File: src/rtl/mvlf_pkg.sv
// ----------------------------------------------------------------------------
// mvlf_pkg
// Shared constants and types for the majority vote level filter.
// ----------------------------------------------------------------------------
package mvlf_pkg;

    localparam int WINDOW = 10;
    localparam int SLOT_W = (WINDOW > 1) ? $clog2(WINDOW) : 1;
    localparam int CNT_W  = $clog2(WINDOW + 1);
    localparam int VW     = (CNT_W > 4) ? CNT_W : 4;
    localparam int FREQ_W = 24;
    localparam int THR_W  = 4;

    typedef logic [1:0]        t_level;
    typedef logic [CNT_W-1:0]  t_count;
    typedef logic [FREQ_W-1:0] t_freq;

    localparam t_level LVL_UNKNOWN = 2'd0;
    localparam t_level LVL_LOW     = 2'd1;
    localparam t_level LVL_MED     = 2'd2;
    localparam t_level LVL_HIGH    = 2'd3;

    typedef enum logic [1:0] {
        REG_THRESHOLD,
        REG_LOW_FREQ,
        REG_MED_FREQ,
        REG_HIGH_FREQ
    } t_reg_idx;

    typedef struct packed {
        logic [THR_W-1:0] vote_threshold;
        t_freq            freq_lo;
        t_freq            freq_mid;
        t_freq            freq_hi;
    } t_cfg;

    typedef struct packed {
        t_count low;
        t_count med;
        t_count high;
    } t_tally;

endpackage

File: src/rtl/mvlf_regs.sv
// ----------------------------------------------------------------------------
// mvlf_regs
// Configuration register bank behind the APB-style port.
// ----------------------------------------------------------------------------
module mvlf_regs
    import mvlf_pkg::*;
(
    input  logic        i_clk,
    input  logic        i_rst_n,
    input  logic        psel,
    input  logic        penable,
    input  logic        pwrite,
    input  logic [3:0]  paddr,
    input  logic [31:0] pwdata,
    output logic [31:0] prdata,
    output t_cfg        o_cfg
);

    t_cfg       r_cfg;
    logic       wr_en;
    t_reg_idx   idx;

    assign idx   = t_reg_idx'(paddr[3:2]);
    assign wr_en = psel && penable && pwrite;
    assign o_cfg = r_cfg;

    always_ff @(posedge i_clk) begin
        if (!i_rst_n) begin
            r_cfg.vote_threshold <= THR_W'(7);
            r_cfg.freq_lo        <= FREQ_W'(800000);
            r_cfg.freq_mid       <= FREQ_W'(1600000);
            r_cfg.freq_hi        <= FREQ_W'(2400000);
        end else if (wr_en) begin
            case (idx)
                REG_THRESHOLD: r_cfg.vote_threshold <= pwdata[THR_W-1:0];
                REG_LOW_FREQ:  r_cfg.freq_lo        <= pwdata[FREQ_W-1:0];
                REG_MED_FREQ:  r_cfg.freq_mid       <= pwdata[FREQ_W-1:0];
                REG_HIGH_FREQ: r_cfg.freq_hi        <= pwdata[FREQ_W-1:0];
                default: ;
            endcase
        end
    end

    always_comb begin
        case (idx)
            REG_THRESHOLD: prdata = {{(32-THR_W){1'b0}}, r_cfg.vote_threshold};
            REG_LOW_FREQ:  prdata = {{(32-FREQ_W){1'b0}}, r_cfg.freq_lo};
            REG_MED_FREQ:  prdata = {{(32-FREQ_W){1'b0}}, r_cfg.freq_mid};
            REG_HIGH_FREQ: prdata = {{(32-FREQ_W){1'b0}}, r_cfg.freq_hi};
            default:       prdata = 32'd0;
        endcase
    end

endmodule

File: src/rtl/mvlf_tally.sv
// ----------------------------------------------------------------------------
// mvlf_tally
// Prediction ring memory with running vote tallies. Each request reads the
// oldest entry, then writes the new one and adjusts the tallies.
// ----------------------------------------------------------------------------
module mvlf_tally
    import mvlf_pkg::*;
(
    input  logic   i_clk,
    input  logic   i_rst_n,
    input  logic   i_valid,
    input  t_level i_predicted_level,
    output logic   o_ready,
    input  logic   i_busy,
    output t_tally o_tally,
    output logic   o_full_done
);

    typedef enum logic { S_IDLE, S_TALLY } t_state;

    t_state              r_state;
    t_level              r_ring [WINDOW];
    t_level              r_old;
    t_level              r_new;
    logic [SLOT_W-1:0]   r_slot;
    t_count              r_fill;
    t_tally              r_tally;
    logic                r_full_done;

    logic                accept;
    logic                full;
    t_tally              n_tally;
    t_count              n_fill;

    assign o_ready     = (r_state == S_IDLE) && !i_busy;
    assign accept      = i_valid && o_ready;
    assign full        = (r_fill == CNT_W'(WINDOW));
    assign o_tally     = r_tally;
    assign o_full_done = r_full_done;

    always_ff @(posedge i_clk) begin
        if (accept) begin
            r_old <= r_ring[r_slot];
            r_new <= i_predicted_level;
        end
        if (r_state == S_TALLY) begin
            r_ring[r_slot] <= r_new;
        end
    end

    always_comb begin
        n_tally = r_tally;
        if (full) begin
            case (r_old)
                LVL_LOW:  n_tally.low  = n_tally.low  - CNT_W'(1);
                LVL_MED:  n_tally.med  = n_tally.med  - CNT_W'(1);
                LVL_HIGH: n_tally.high = n_tally.high - CNT_W'(1);
                default: ;
            endcase
        end
        case (r_new)
            LVL_LOW:  n_tally.low  = n_tally.low  + CNT_W'(1);
            LVL_MED:  n_tally.med  = n_tally.med  + CNT_W'(1);
            LVL_HIGH: n_tally.high = n_tally.high + CNT_W'(1);
            default: ;
        endcase
        n_fill = full ? r_fill : r_fill + CNT_W'(1);
    end

    always_ff @(posedge i_clk) begin
        if (!i_rst_n) begin
            r_state     <= S_IDLE;
            r_slot      <= '0;
            r_fill      <= '0;
            r_tally     <= '0;
            r_full_done <= 1'b0;
        end else begin
            r_full_done <= 1'b0;
            case (r_state)
                S_IDLE: begin
                    if (accept) begin
                        r_state <= S_TALLY;
                    end
                end
                S_TALLY: begin
                    if (!i_busy) begin
                        r_tally     <= n_tally;
                        r_fill      <= n_fill;
                        r_full_done <= (n_fill == CNT_W'(WINDOW));
                        r_slot      <= (r_slot == SLOT_W'(WINDOW - 1)) ? '0
                                                                      : r_slot + SLOT_W'(1);
                        r_state     <= S_IDLE;
                    end
                end
                default: r_state <= S_IDLE;
            endcase
        end
    end

endmodule

File: src/rtl/mvlf_decide.sv
// ----------------------------------------------------------------------------
// mvlf_decide
// Picks the winning level from the tallies, updates the stable level and the
// current frequency, and holds a result in the output register.
// ----------------------------------------------------------------------------
module mvlf_decide
    import mvlf_pkg::*;
(
    input  logic          i_clk,
    input  logic          i_rst_n,
    input  t_cfg          i_cfg,
    input  t_tally        i_tally,
    input  logic          i_full_done,
    output logic          o_busy,
    output logic          o_valid,
    input  logic          i_ready,
    output t_freq         o_target_freq,
    output t_level        o_new_level,
    output logic [3:0]    o_winning_votes
);

    logic            r_pend;
    t_level          r_stable;
    t_freq           r_cur;
    logic            r_valid;
    t_freq           r_target;
    t_level          r_level;
    logic [3:0]      r_votes;

    logic            take;
    t_level          winner;
    t_count          count;
    logic [VW-1:0]   count_x;
    logic            change;
    t_freq           target;
    logic            emit;

    assign take   = r_pend && (!r_valid || i_ready);
    assign o_busy = r_pend && !take;

    always_comb begin
        if (i_tally.low >= i_tally.med && i_tally.low >= i_tally.high) begin
            winner = LVL_LOW;
            count  = i_tally.low;
            target = i_cfg.freq_lo;
        end else if (i_tally.med >= i_tally.high) begin
            winner = LVL_MED;
            count  = i_tally.med;
            target = i_cfg.freq_mid;
        end else begin
            winner = LVL_HIGH;
            count  = i_tally.high;
            target = i_cfg.freq_hi;
        end
        count_x = VW'(count);
        change  = (count_x >= VW'(i_cfg.vote_threshold)) && (winner != r_stable);
        emit    = change && (target != r_cur);
    end

    always_ff @(posedge i_clk) begin
        if (take && emit) begin
            r_target <= target;
            r_level  <= winner;
            r_votes  <= (count_x > VW'(15)) ? 4'd15 : count_x[3:0];
        end
    end

    always_ff @(posedge i_clk) begin
        if (!i_rst_n) begin
            r_pend   <= 1'b0;
            r_stable <= LVL_UNKNOWN;
            r_cur    <= '0;
            r_valid  <= 1'b0;
        end else begin
            if (i_full_done) begin
                r_pend <= 1'b1;
            end else if (take) begin
                r_pend <= 1'b0;
            end
            if (take && change) begin
                r_stable <= winner;
            end
            if (take && emit) begin
                r_cur   <= target;
                r_valid <= 1'b1;
            end else if (i_ready) begin
                r_valid <= 1'b0;
            end
        end
    end

    assign o_valid         = r_valid;
    assign o_target_freq   = r_target;
    assign o_new_level     = r_level;
    assign o_winning_votes = r_votes;

endmodule

File: src/rtl/majority_vote_level_filter_core.sv
// ----------------------------------------------------------------------------
// majority_vote_level_filter_core
// Sliding-window majority vote over predicted performance levels, requesting
// a new frequency when the stable level changes and its frequency differs.
//
//   Channel   Direction  Handshake             Payload
//   input     in         i_valid / o_ready     i_predicted_level
//   result    out        o_valid / i_ready     o_target_freq, o_new_level,
//                                              o_winning_votes
//   config    in         psel/penable/pready   paddr, pwdata, prdata
//
// A request first reads the oldest ring entry from the memory, then writes the
// new entry and adjusts the vote tallies.
// Voting follows the full and then pending flag, alongside the next request.
// A decision waits while the output register holds a result not yet taken,
// and the next request then holds in its tally cycle until the decision goes.
// Reset clears the tallies and counters; the ring needs no clearing pass.
// ----------------------------------------------------------------------------
module majority_vote_level_filter_core
    import mvlf_pkg::*;
(
    input  logic        i_clk,
    input  logic        i_rst_n,
    input  logic        i_valid,
    output logic        o_ready,
    input  logic [1:0]  i_predicted_level,
    output logic        o_valid,
    input  logic        i_ready,
    output logic [23:0] o_target_freq,
    output logic [1:0]  o_new_level,
    output logic [3:0]  o_winning_votes,
    input  logic        psel,
    input  logic        penable,
    input  logic        pwrite,
    input  logic [3:0]  paddr,
    input  logic [31:0] pwdata,
    output logic [31:0] prdata,
    output logic        pready
);

    t_cfg   cfg;
    t_tally tally;
    logic   full_done;
    logic   busy;

    assign pready = 1'b1;

    mvlf_regs u_regs (
        .i_clk   (i_clk),
        .i_rst_n (i_rst_n),
        .psel    (psel),
        .penable (penable),
        .pwrite  (pwrite),
        .paddr   (paddr),
        .pwdata  (pwdata),
        .prdata  (prdata),
        .o_cfg   (cfg)
    );

    mvlf_tally u_tally (
        .i_clk             (i_clk),
        .i_rst_n           (i_rst_n),
        .i_valid           (i_valid),
        .i_predicted_level (i_predicted_level),
        .o_ready           (o_ready),
        .i_busy            (busy),
        .o_tally           (tally),
        .o_full_done       (full_done)
    );

    mvlf_decide u_decide (
        .i_clk           (i_clk),
        .i_rst_n         (i_rst_n),
        .i_cfg           (cfg),
        .i_tally         (tally),
        .i_full_done     (full_done),
        .o_busy          (busy),
        .o_valid         (o_valid),
        .i_ready         (i_ready),
        .o_target_freq   (o_target_freq),
        .o_new_level     (o_new_level),
        .o_winning_votes (o_winning_votes)
    );

endmodule

File: config.mk
export PLATFORM = sky130hd
export DESIGN_NAME = majority_vote_level_filter_core
export DESIGN_NICKNAME = d
export VERILOG_FILES = /design/src/rtl/mvlf_pkg.sv /design/src/rtl/mvlf_regs.sv /design/src/rtl/mvlf_tally.sv /design/src/rtl/mvlf_decide.sv /design/src/rtl/majority_vote_level_filter_core.sv
export SDC_FILE = /design/constraint.sdc
export NUM_CORES = 1
export LEC_CHECK = 0
export BUFFER_PORTS_ARGS = -buffer_cell sky130_fd_sc_hd__buf_2
export CORE_MARGIN = 2
export CORE_UTILIZATION = 35
export CTS_BUF_LIST = sky130_fd_sc_hd__clkbuf_8
export DETAILED_ROUTE_END_ITERATION = 8
export PLACE_DENSITY_LB_ADDON = 0.12
export REMOVE_ABC_BUFFERS = 1
export SYNTH_ARGS = -nofsm -noshare
export SYNTH_HDL_FRONTEND = slang
export SYNTH_SLANG_ARGS = --single-unit
File: constraint.sdc
create_clock -name i_clk -period 9 [get_ports i_clk]
set_input_delay 0.45 -clock i_clk [delete_from_list [all_inputs] [get_ports i_clk]]
set_output_delay 0.45 -clock i_clk [all_outputs]
set_load 0.02 [all_outputs]
# Word-level counts from Yosys, hierarchy flattened

Memory sizes are Yosys's and may differ from the RTL's. A register that Yosys moved wholly into a read port is not among the register bits.
Index checks and enable logic that the tools add are counted.

$lt $le $gt $ge: 5
Bitwise gates (word level): 3
Multiplexer cells: 25
Reductions and logical operators: 24
Equality and inequality tests: 14
Add/sub/neg operators: 8

Operators with widths:

| cell                                                  | count |
|---|---|
| one-hot mux 32 bit (4 select lines)                   | 1 |
| 2-to-1 mux 24 bit                                     | 2 |
| 2-to-1 mux 4 bit                                      | 10 |
| != test 24 bit                                        | 1 |
| adder 4 x 1 -> 4 bit (second input constant)          | 5 |
| greater-or-equal comparator 4 bit                     | 4 |
| equality test 2 bit (second input constant)           | 6 |
| equality test 4 bit (second input constant)           | 3 |
| 2-to-1 mux 12 bit                                     | 1 |
| subtractor 4 x 1 -> 4 bit (second input constant)     | 3 |
| logical AND 1 bit                                     | 11 |
| AND reduction 2 bit                                   | 5 |
| 2-to-1 mux 1 bit                                      | 9 |
| equality test 2 x 1 -> 1 bit (second input constant)  | 3 |
| greater-than comparator 4 bit (second input constant) | 1 |
| nonzero test 2 bit                                    | 2 |
| zero test 1 bit                                       | 3 |
| NOT 1 bit                                             | 3 |
| OR reduction 3 bit                                    | 1 |
| zero test 2 bit                                       | 1 |
| 2-to-1 mux 2 bit                                      | 1 |
| != test 2 bit                                         | 1 |
| one-hot mux 1 bit (2 select lines)                    | 1 |
| logical OR 1 bit                                      | 1 |

Register bits after elaboration: 158
RAM bits: 20
Word-level logic and storage cells: 99
Memories kept: 1
Output and inout bits: 65

Memories:

| memory         | depth | width | read ports | clocked after memory_dff | write ports | line             | text |
|---|---|---|---|---|---|---|---|
| u_tally.r_ring | 10    | 2     | 1          | 1                        | 1           | mvlf_tally.sv:22 | `t_level r_ring [WINDOW];` |

# Longest topological paths before layout

Gate-level depths: netlist of run 1.

Depth after elaboration: 10
Mapped depth: 21

# Hierarchy

From an unflattened synthesis of run 1, not the netlist that was laid out.

Cells, all modules: 1092
Area total of the unflattened synthesis: 10196.0 µm²

Modules (own cells, without submodules):

| module                          | area an instance (µm²) | instances | cells an instance |
|---|---|---|---|
| mvlf_decide                     | 3923.8                 | 1         | 456 |
| mvlf_regs                       | 3569.7                 | 1         | 366 |
| mvlf_tally                      | 2691.3                 | 1         | 268 |
| majority_vote_level_filter_core | 11.3                   | 1         | 2 |

# Least setup slack after synthesis of run 1

No wires, ideal clock.

Path kind: reg2reg
Start point: register u_tally.r_tally (netlist bit u_tally.o_tally[2])
End point: register u_decide.r_level[0] (netlist: u_decide.o_new_level[0]), enable pin
Stages on the path, launching flop included: 20
Setup time: 427 ps
Arrival time: 5083 ps
Setup slack: 3490 ps
Data required time: 8573 ps
Cells stage by stage: dfxtp_1 > inv_1 > ha_1 > or2_1 > a21oi_1 > clkbuf_1 > nor2_1 > clkbuf_1 > nor2_1 > a21oi_1 > o21a_1 > ha_1 > nand2b_1 > a21o_1 > a21o_1 > a21oi_1 > nor3b_1 > o211a_1 > clkbuf_1 > a21boi_1

Cells in the longest elaborated chain, start to end: 7

Ends and longest elaborated chain:

| what                                                               | line                                 | text |
|---|---|---|
| from (decl)                                                        | mvlf_tally.sv:27                     | `t_tally r_tally;` |
| from (signal assigned)                                             | mvlf_tally.sv:87                     | `r_tally <= n_tally;` |
| greater-or-equal comparator 4 bit, on equally long branches        | mvlf_decide.sv:46, mvlf_decide.sv:42 |  |
| 2-to-1 mux 4 bit, or another cell as far along                     | mvlf_decide.sv:46                    | `end else if (i_tally.med >= i_tally.high) begin` |
| 2-to-1 mux 4 bit or 2-to-1 mux 2 bit (tied branches)               | mvlf_decide.sv:42                    | `if (i_tally.low >= i_tally.med && i_tally.low >= i_tally.high) begin` |
| greater-or-equal comparator 4 bit or != test 2 bit (tied branches) | mvlf_decide.sv:56                    | `change = (count_x >= VW'(i_cfg.vote_threshold)) && (winner != r_stable);` |
| logical AND 1 bit                                                  | mvlf_decide.sv:56                    |  |
| logical AND 1 bit (*)                                              | mvlf_decide.sv:57                    | `emit = change && (target != r_cur);` |
| logical AND 1 bit (*)                                              | mvlf_decide.sv:61                    | `if (take && emit) begin` |
| to (signal assigned)                                               | mvlf_decide.sv:63                    | `r_level <= winner;` |
| to (decl)                                                          | mvlf_decide.sv:27                    | `t_level r_level;` |

Mark *: on every way between the ends. The rest lies on a longest branch, timed or not.
A chain may end at the register's enable or synchronous reset.

# Worst setup path after layout of run 1

Start point: register u_tally.r_tally (netlist bit u_tally.o_tally[2])
End point: register u_decide.r_target[15] (netlist: u_decide.o_target_freq[15]), enable pin

RTL lines:

| what                                                        | line                                 | text |
|---|---|---|
| greater-or-equal comparator 4 bit, on equally long branches | mvlf_decide.sv:46, mvlf_decide.sv:42 |  |
| 2-to-1 mux 24 bit or logical AND 1 bit (tied branches)      | mvlf_decide.sv:46, mvlf_decide.sv:42 |  |
| 2-to-1 mux 24 bit (*)                                       | mvlf_decide.sv:42                    |  |
| via u_decide.target[0]                                      | mvlf_decide.sv:35                    | `t_freq target;` |
| != test 24 bit (*)                                          | mvlf_decide.sv:57                    |  |
| logical AND 1 bit (*)                                       | mvlf_decide.sv:57                    |  |
| logical AND 1 bit (*)                                       | mvlf_decide.sv:61                    |  |
| to (signal assigned)                                        | mvlf_decide.sv:62                    | `r_target <= target;` |
| to (decl)                                                   | mvlf_decide.sv:26                    | `t_freq r_target;` |

Mark *: on every way through the listed nets, which the timed path passes. The rest lies on a longest branch.

==> results by group, run 1 <==
Logic synthesis
  • FFs w/ async S/R, synth: 0%
  • Synth cell count leaders: 219 x nand2_1, 126 x dfxtp_1, 71 x clkbuf_1, 67 x nand3_1, 65 x a21boi_0
  • Synth Cell Area: around 0.0096 mm²
  • Most area-hungry cell type in the Yosys netlist: dfxtp_1
  • Sequential area share after synthesis: between 40% and 50%
  • Synth top area share: about a quarter
  • Syn. warnings: 0
  • Most used DFF post-synth: dfxtp_1
  • Mapped Cells: about 1100
  • Top cells by area, synth: dfxtp_1 26%, edfxtp_1 17%, nand2_1 8.5%
  • Most frequent cell after synthesis: nand2_1
  • Netlist cell types: 54
  • Syn avg cell area: between 8 and 9 µm²
  • Number of synthesized flops with an enable pin: 54
  • Yosys reg bits: 180

CTS
  • Clock Root Buffer: clkbuf_8
  • H-tree Lvls: 4
  • Post-CTS Setup Bufs: 0
  • TritonCTS clock tree: built
  • Post-cts resize count: 0
  • Clock Sinks: 180
  • Num CTS Buffers: 17
  • CTS max path bufs: 2
  • Cts hold-fix bufs: 0
  • Worst-path clk slew: around 0.12 ns
  • Clk_lat worst skew: 0.49 ns

Timing
  • Setup TNS Final: 0 ns
  • Slew headroom: a little over a fifth
  • Worst-margin pin slew: between 1 and 1.5 ns
  • RSZ-0062 raised after global routing: false
  • Max Freq: 167 MHz
  • Final hold viol count: 0
  • Max-slew violations: 0
  • Fin crit period: 5.99 ns
  • Final setup vio count: 0
  • WHS: ~0.13 ns
  • Period utilization: between 60% and 70%
  • Skew final: approximately 0.022 ns

Power
  • Leak: roughly 4.0 nW
  • PwrDens: 160 mW/mm²
  • Worst vdd ir: roughly 0.000089 V

Critical path
  • Max stage delay on crit path: between 0.9 and 1 ns
  • Crit-path slowest cell: nor4_4
  • Reg2reg end: u_decide.o_target_freq[15]
  • Reg2reg setup slack: about 3 ns
  • Critical Path Start Type: flop
  • Worst Path Max Fanout: 28
  • CP Data Required Time: 9.21 ns
  • Crit path arrival time: around 6.2 ns
  • Reg2Reg Launch Point: u_tally.o_tally[2]
  • Setup crit end kind: flop
  • CP Class: flop to flop
  • Cell repeated most along the worst path: buf_4
  • Cell breakdown of the critical path: inv_1 -> ha_1 -> o21a_1 -> o22ai_2 -> buf_4 -> nor3_2 -> clkinv_2 -> a31oi_1 -> xnor2_1 -> nand4_1 -> nor4_4 -> buf_4 -> a21boi_4 -> buf_4
  • R2r worst-path depth: 14

Job
  • Maxcap violations: 0

Worst hold path
  • Worst min path class: input port to flop
  • Hold_sp: i_predicted_level[0]
  • Hold Crit Depth: 1
  • Hold endpoint: u_tally.r_new[0]

Floorplan
  • Initial Utilization: 35.7%
  • Core area: between 0.02 and 0.03 mm²
  • Die width: 170 µm
  • I/O pin count: 110
  • Die Span Y: about 170 µm
  • Die ar.: 0.0289 mm²
  • Row cnt: 60

Outcome
  • Status: finished clean

Placement
  • IO Port Bufs: 90
  • Placer Congestion: between 0.7 and 0.8
  • DP HPWL: around 17 mm

Drt
  • Iteration-0 DRC Markers: 549
  • Antenna-violating nets left: 0
  • Remaining DRCs: 0
  • Routed length per instance: 18.9 µm
  • Via density: ~5.4
  • Via count: between 7000 and 8000
  • DRT Pass-1 Iters: 7
  • Final WL: ~28 mm

Final layout
  • Fraction of layout cells with a size suffix above 1: 15.9%
  • Ant diodes: 0
  • Area Growth Syn to Fin: 10.8%
  • Nets@finish: about 1200

Global route
  • Largest net degree at the start of global routing: just over 90
  • First-pass GRT wire length: approximately 43 mm
  • Total global routing overflow: 0
  • Number of global-route vias before repair: between 7000 and 8000
  • Antenna violations before repair: 0
  • Global-route usage over all layers: about a fifth
-- how the worst max path moves through the flow --
| stage | startpoint | end | depth (start not counted) |
|---|---|---|---|
| 5_1_grt | u_tally.o_tally[8] | u_decide.o_target_freq[15] | 14 |
| 2_1_floorplan | u_tally.o_tally[6] | u_decide.o_new_level[0] | 14 |
| 4_1_cts | u_tally.o_tally[2] | u_decide.o_target_freq[15] | 14 |
| 3_3_place_gp | u_tally.o_tally[8] | u_decide.o_target_freq[9] | 14 |
| 3_5_place_dp | u_tally.o_tally[8] | u_decide.o_target_freq[9] | 14 |
| 6_report | u_tally.o_tally[2] | u_decide.o_target_freq[15] | 14 |
-- routing by layer --
metal / track usage (%) / up-vias / wire [µm]
met5: 0 / - / 0
met4: 5.39 / 0 / 354
met3: 2.65 / 24 / 1000
met2: 30.5 / 177 / 12700
met1: 27.9 / 3793 / 13700
li1: - / 3932 / -
-- power by group --
part	total, mW	switching (mW)	internal, mW	leakage [nW]
clock network	0.582	0.349	0.233	0.210
registers	0.864	0.0135	0.850	1.51
logic	0.261	0.180	0.0814	2.24
total	1.71	0.542	1.17	3.96
-- area by class of cell --
cell class	instances	area [µm²]
clock inverter	15	163
fill	2713	16300
tap	341	427
timing repair buffer	108	588
sequential	180	4140
clock buffer	17	234
inverter	17	65.1
multi-input combinational	794	5050
-- sequential cells by signal, summed over array words and instances, names as in the netlist, 2 cells and up --
name,cells
u_decide.o_new_level,2
u_decide.o_target_freq,24
u_decide.o_winning_votes,4
u_decide.r_cur,24
u_decide.r_stable,2
u_regs.o_cfg,76
u_tally.o_tally,12
u_tally.r_fill,4
u_tally.r_new,2
u_tally.r_old,2
u_tally.r_ring,20
u_tally.r_slot,4
-- critical path: cells and delay by family (launching register included) --
family,cells,cell delay (ns)
flops,1,0.47
compound gates,4,1.19
xor+xnor,1,0.20
fa+ha+maj,1,0.29
simple gates,3,1.80
buf+inv,5,1.73
-- cells in the final DEF, fill, tap and decap left out, types with 23 or more instances in the layout --
| cell | Yosys | routed |
|---|---|---|
| nand2b_1 | 29 | 29 |
| edfxtp_1 | 54 | 54 |
| nand3_1 | 67 | 67 |
| o21ai_0 | 42 | 42 |
| nor4_1 | 26 | 26 |
| nand4_1 | 33 | 33 |
| dfxtp_1 | 126 | 126 |
| and3_1 | 27 | 27 |
| a31oi_1 | 23 | 23 |
| xnor2_1 | 38 | 38 |
| buf_2 | 9 | 89 |
| nand2_1 | 219 | 219 |
| a21boi_0 | 65 | 65 |
| ha_1 | 24 | 24 |
-- logic make-up (layout without fill, tap and decap cells) --
family | Yosys count | after routing | share of synthesized area (%)
simple gates | 467 | 467 | 23.6
compound gates | 216 | 216 | 16.3
flops | 180 | 180 | 43.0
buf+inv | 111 | 157 | 5.04
xor+xnor | 43 | 43 | 3.91
mux | 35 | 35 | 4.94
fa+ha+maj | 24 | 24 | 3.12
other cells | 2 | 9 | 0.0780
-- stage by stage --
step	power (mW)	utilization, %	cells	setup slack, ns	instance area [µm²]
finish	1.71	39.6	1472	3.01	10700
global route	1.78	39.6	1472	2.51	10700
CTS	1.72	39.6	1472	3.01	10700
detailed placement	1.14	38.1	1440	3.05	10300
global placement	1.14	38.1	1440	3.10	10300
floorplan	1.03	-	991	2.86	9240
(Power assumes the default switching activity.)
==> run 2, diff against run 1 <==
==> constraint.sdc (replaced) <==
create_clock -name i_clk -period 6.25 [get_ports i_clk]
set_input_delay 0.3125 -clock i_clk [delete_from_list [all_inputs] [get_ports i_clk]]
set_output_delay 0.3125 -clock i_clk [all_outputs]
set_load 0.02 [all_outputs]
==> results by group, run 2 (synthesis gave the netlist of run 1 again) <==
Timing
  • RSZ-0062 raised after global routing: false
  • Worst Slack Setup Final: 1.32 ns
  • Final setup vio count: 0
  • Worst-margin pin slew: 1.17 ns
  • Max Freq: 203 MHz
  • Final hold viol count: 0
  • Setup TNS Final: 0 ns
  • Fin crit period: 4.93 ns
  • Max-slew violations: 0
  • Period utilization: roughly 80%
  • Skew final: between 0.015 and 0.02 ns
  • Slew headroom: approximately 22%

Final layout
  • Largest register FFs: 76
  • Fin cells: 1475
  • Fraction of layout cells with a size suffix above 1: 16.0%
  • Fin util: between 30% and 40%
  • Nets@finish: approximately 1200
  • Register Area: about 0.0041 mm²
  • Most frequent cells in the layout: 219 x nand2_1, 126 x dfxtp_1, 89 x buf_2, 67 x nand3_1, 65 x a21boi_0
  • Final Instance Area: between 0.01 and 0.015 mm²
  • Area Growth Syn to Fin: 10.9%
  • Commonest non-fill, non-tap cell in the layout: nand2_1
  • Multi-input logic area: 0.00505 mm²
  • Ant diodes: 0
  • Fill cells: about 2700

Power
  • Sequential share of power: approximately half
  • Power share of the combinational group: around 16%
  • Clock share of power: approximately 33%
  • Internal power: between 1.5 and 2 mW
  • Switch share: 32.0%
  • Leak: 3.97 nW
  • PwrDens: about 230 mW/mm²
  • Worst vdd ir: roughly 0.00013 V
  • Sw Pwr: about 770 µW

Drt
  • DRT Pass-1 Iters: 6
  • Via density: around 5.4
  • Routed length per instance: about 19 µm
  • Final WL: around 28 mm
  • Via count: about 8000
  • Remaining DRCs: 0
  • Antenna-violating nets left: 0
  • Iteration-0 DRC Markers: 580

Worst hold path
  • Worst min path class: input port to flop

CTS
  • Clock Sinks: 180
  • Num CTS Buffers: 17
  • TritonCTS clock tree: built
  • H-tree Lvls: 4
  • CTS max path bufs: 2
  • Post-CTS Setup Bufs: 0
  • Clock Root Buffer: clkbuf_8
  • Clk_lat worst skew: 0.48 ns
  • Worst-path clk slew: between 0.1 and 0.15 ns

Critical path
  • Setup crit end kind: flop
  • Max stage delay on crit path: roughly 0.65 ns
  • Worst Path Max Fanout: 25
  • Crit-path slowest cell: nor2_1
  • CP Class: flop to flop
  • CP Data Required Time: ~6.4 ns
  • Cell breakdown of the critical path: inv_1 -> ha_1 -> nor2b_1 -> o21a_1 -> buf_4 -> nor2_1 -> a21oi_1 -> o21a_1 -> ha_1 -> nand2b_1 -> a21o_1 -> a21o_1 -> a21oi_1 -> nor3b_1 -> o211a_1 -> a21boi_4 -> buf_4
  • Crit path arrival time: between 5 and 6 ns
  • Critical Path Start Type: flop

Global route
  • Global-route usage over all layers: between 10% and 20%
  • Total global routing overflow: 0
  • Largest net degree at the start of global routing: 69
  • Antenna violations before repair: 0
  • First-pass GRT wire length: 43.9 mm
  • Number of global-route vias before repair: 7582

Floorplan
  • Row cnt: 60
  • Initial Utilization: roughly 36%
  • Die ar.: ~0.029 mm²
  • I/O pin count: 110
  • Die width: 170 µm
  • Core area: approximately 0.027 mm²
  • Die Span Y: roughly 170 µm

Outcome
  • Status: finished clean

Job
  • Maxcap violations: 0

Placement
  • DP HPWL: ~17 mm
  • Placer Congestion: ~0.76
  • Placed cell count: 1441
  • Placed cell area: between 0.01 and 0.015 mm²
  • Setup WS pre-CTS: 1.27 ns
  • IO Port Bufs: 90
[run 2: path summary, 6_finish.rpt]
kind                                     startpoint                         to  slack, ns  cells after the start
worst min-delay path                     pwdata[12]           u_regs.o_cfg[60]       0.07                      3
worst min register to register  u_tally.o_full_done            u_decide.r_pend       0.46                      1
worst max-delay path             u_tally.o_tally[4]  u_decide.o_target_freq[7]       1.32                     17
worst max register to register   u_tally.o_tally[4]  u_decide.o_target_freq[7]       1.32                     17
[run 2: critical path: cells and delay by family (launching register included)]
kind | cells | cell delay, ns
adder cells (fa/ha/maj) | 2 | 0.55
AO/OA/AOI/OAI | 8 | 1.69
flip-flops | 1 | 0.46
buffers and inverters | 3 | 0.75
AND/OR/NAND/NOR | 4 | 1.16
[run 2: metrics by stage]
stage          hold WS (ns)  total power, mW
2_1_floorplan         0.374             1.48
5_1_grt              0.0569             2.52
6_report             0.0692             2.41
3_5_place_dp          0.432             1.64
3_3_place_gp          0.431             1.64
4_1_cts              0.0469             2.43
[run 2: repair_timing]
item                                   4_1_cts  5_1_grt
hold buffers                                 2        0
endpoints found under the hold margin        2        0
resized for setup                            0        0
setup endpoints to repair                    0        0
[run 2: layout make-up]
type | instances | share of cell area (%)
multi-input cells | 794 | 47.3
flip-flops and latches | 180 | 38.8
repair buffers | 111 | 5.77
well taps | 341 | 4.00
clock buffers | 17 | 2.19
clock inverters | 15 | 1.31
inverters | 17 | 0.609
[run 2: power groups by stage]
stage / sequential [mW] / clock (mW) / combinational (mW)
finish: 1.24 / 0.791 / 0.377
global route: 1.25 / 0.863 / 0.407
CTS: 1.24 / 0.813 / 0.375
detailed placement: 1.27 / 0 / 0.373
global placement: 1.27 / 0 / 0.373
floorplan: 1.26 / 0 / 0.214
[run 2: per-layer routing]
metal,up-vias,global-route usage (%),share of wire (%)
met5,-,0,0
met4,0,5.39,1.3
met3,33,3.14,5.0
met2,225,30.3,45
met1,3810,28.1,48
li1,3931,-,-
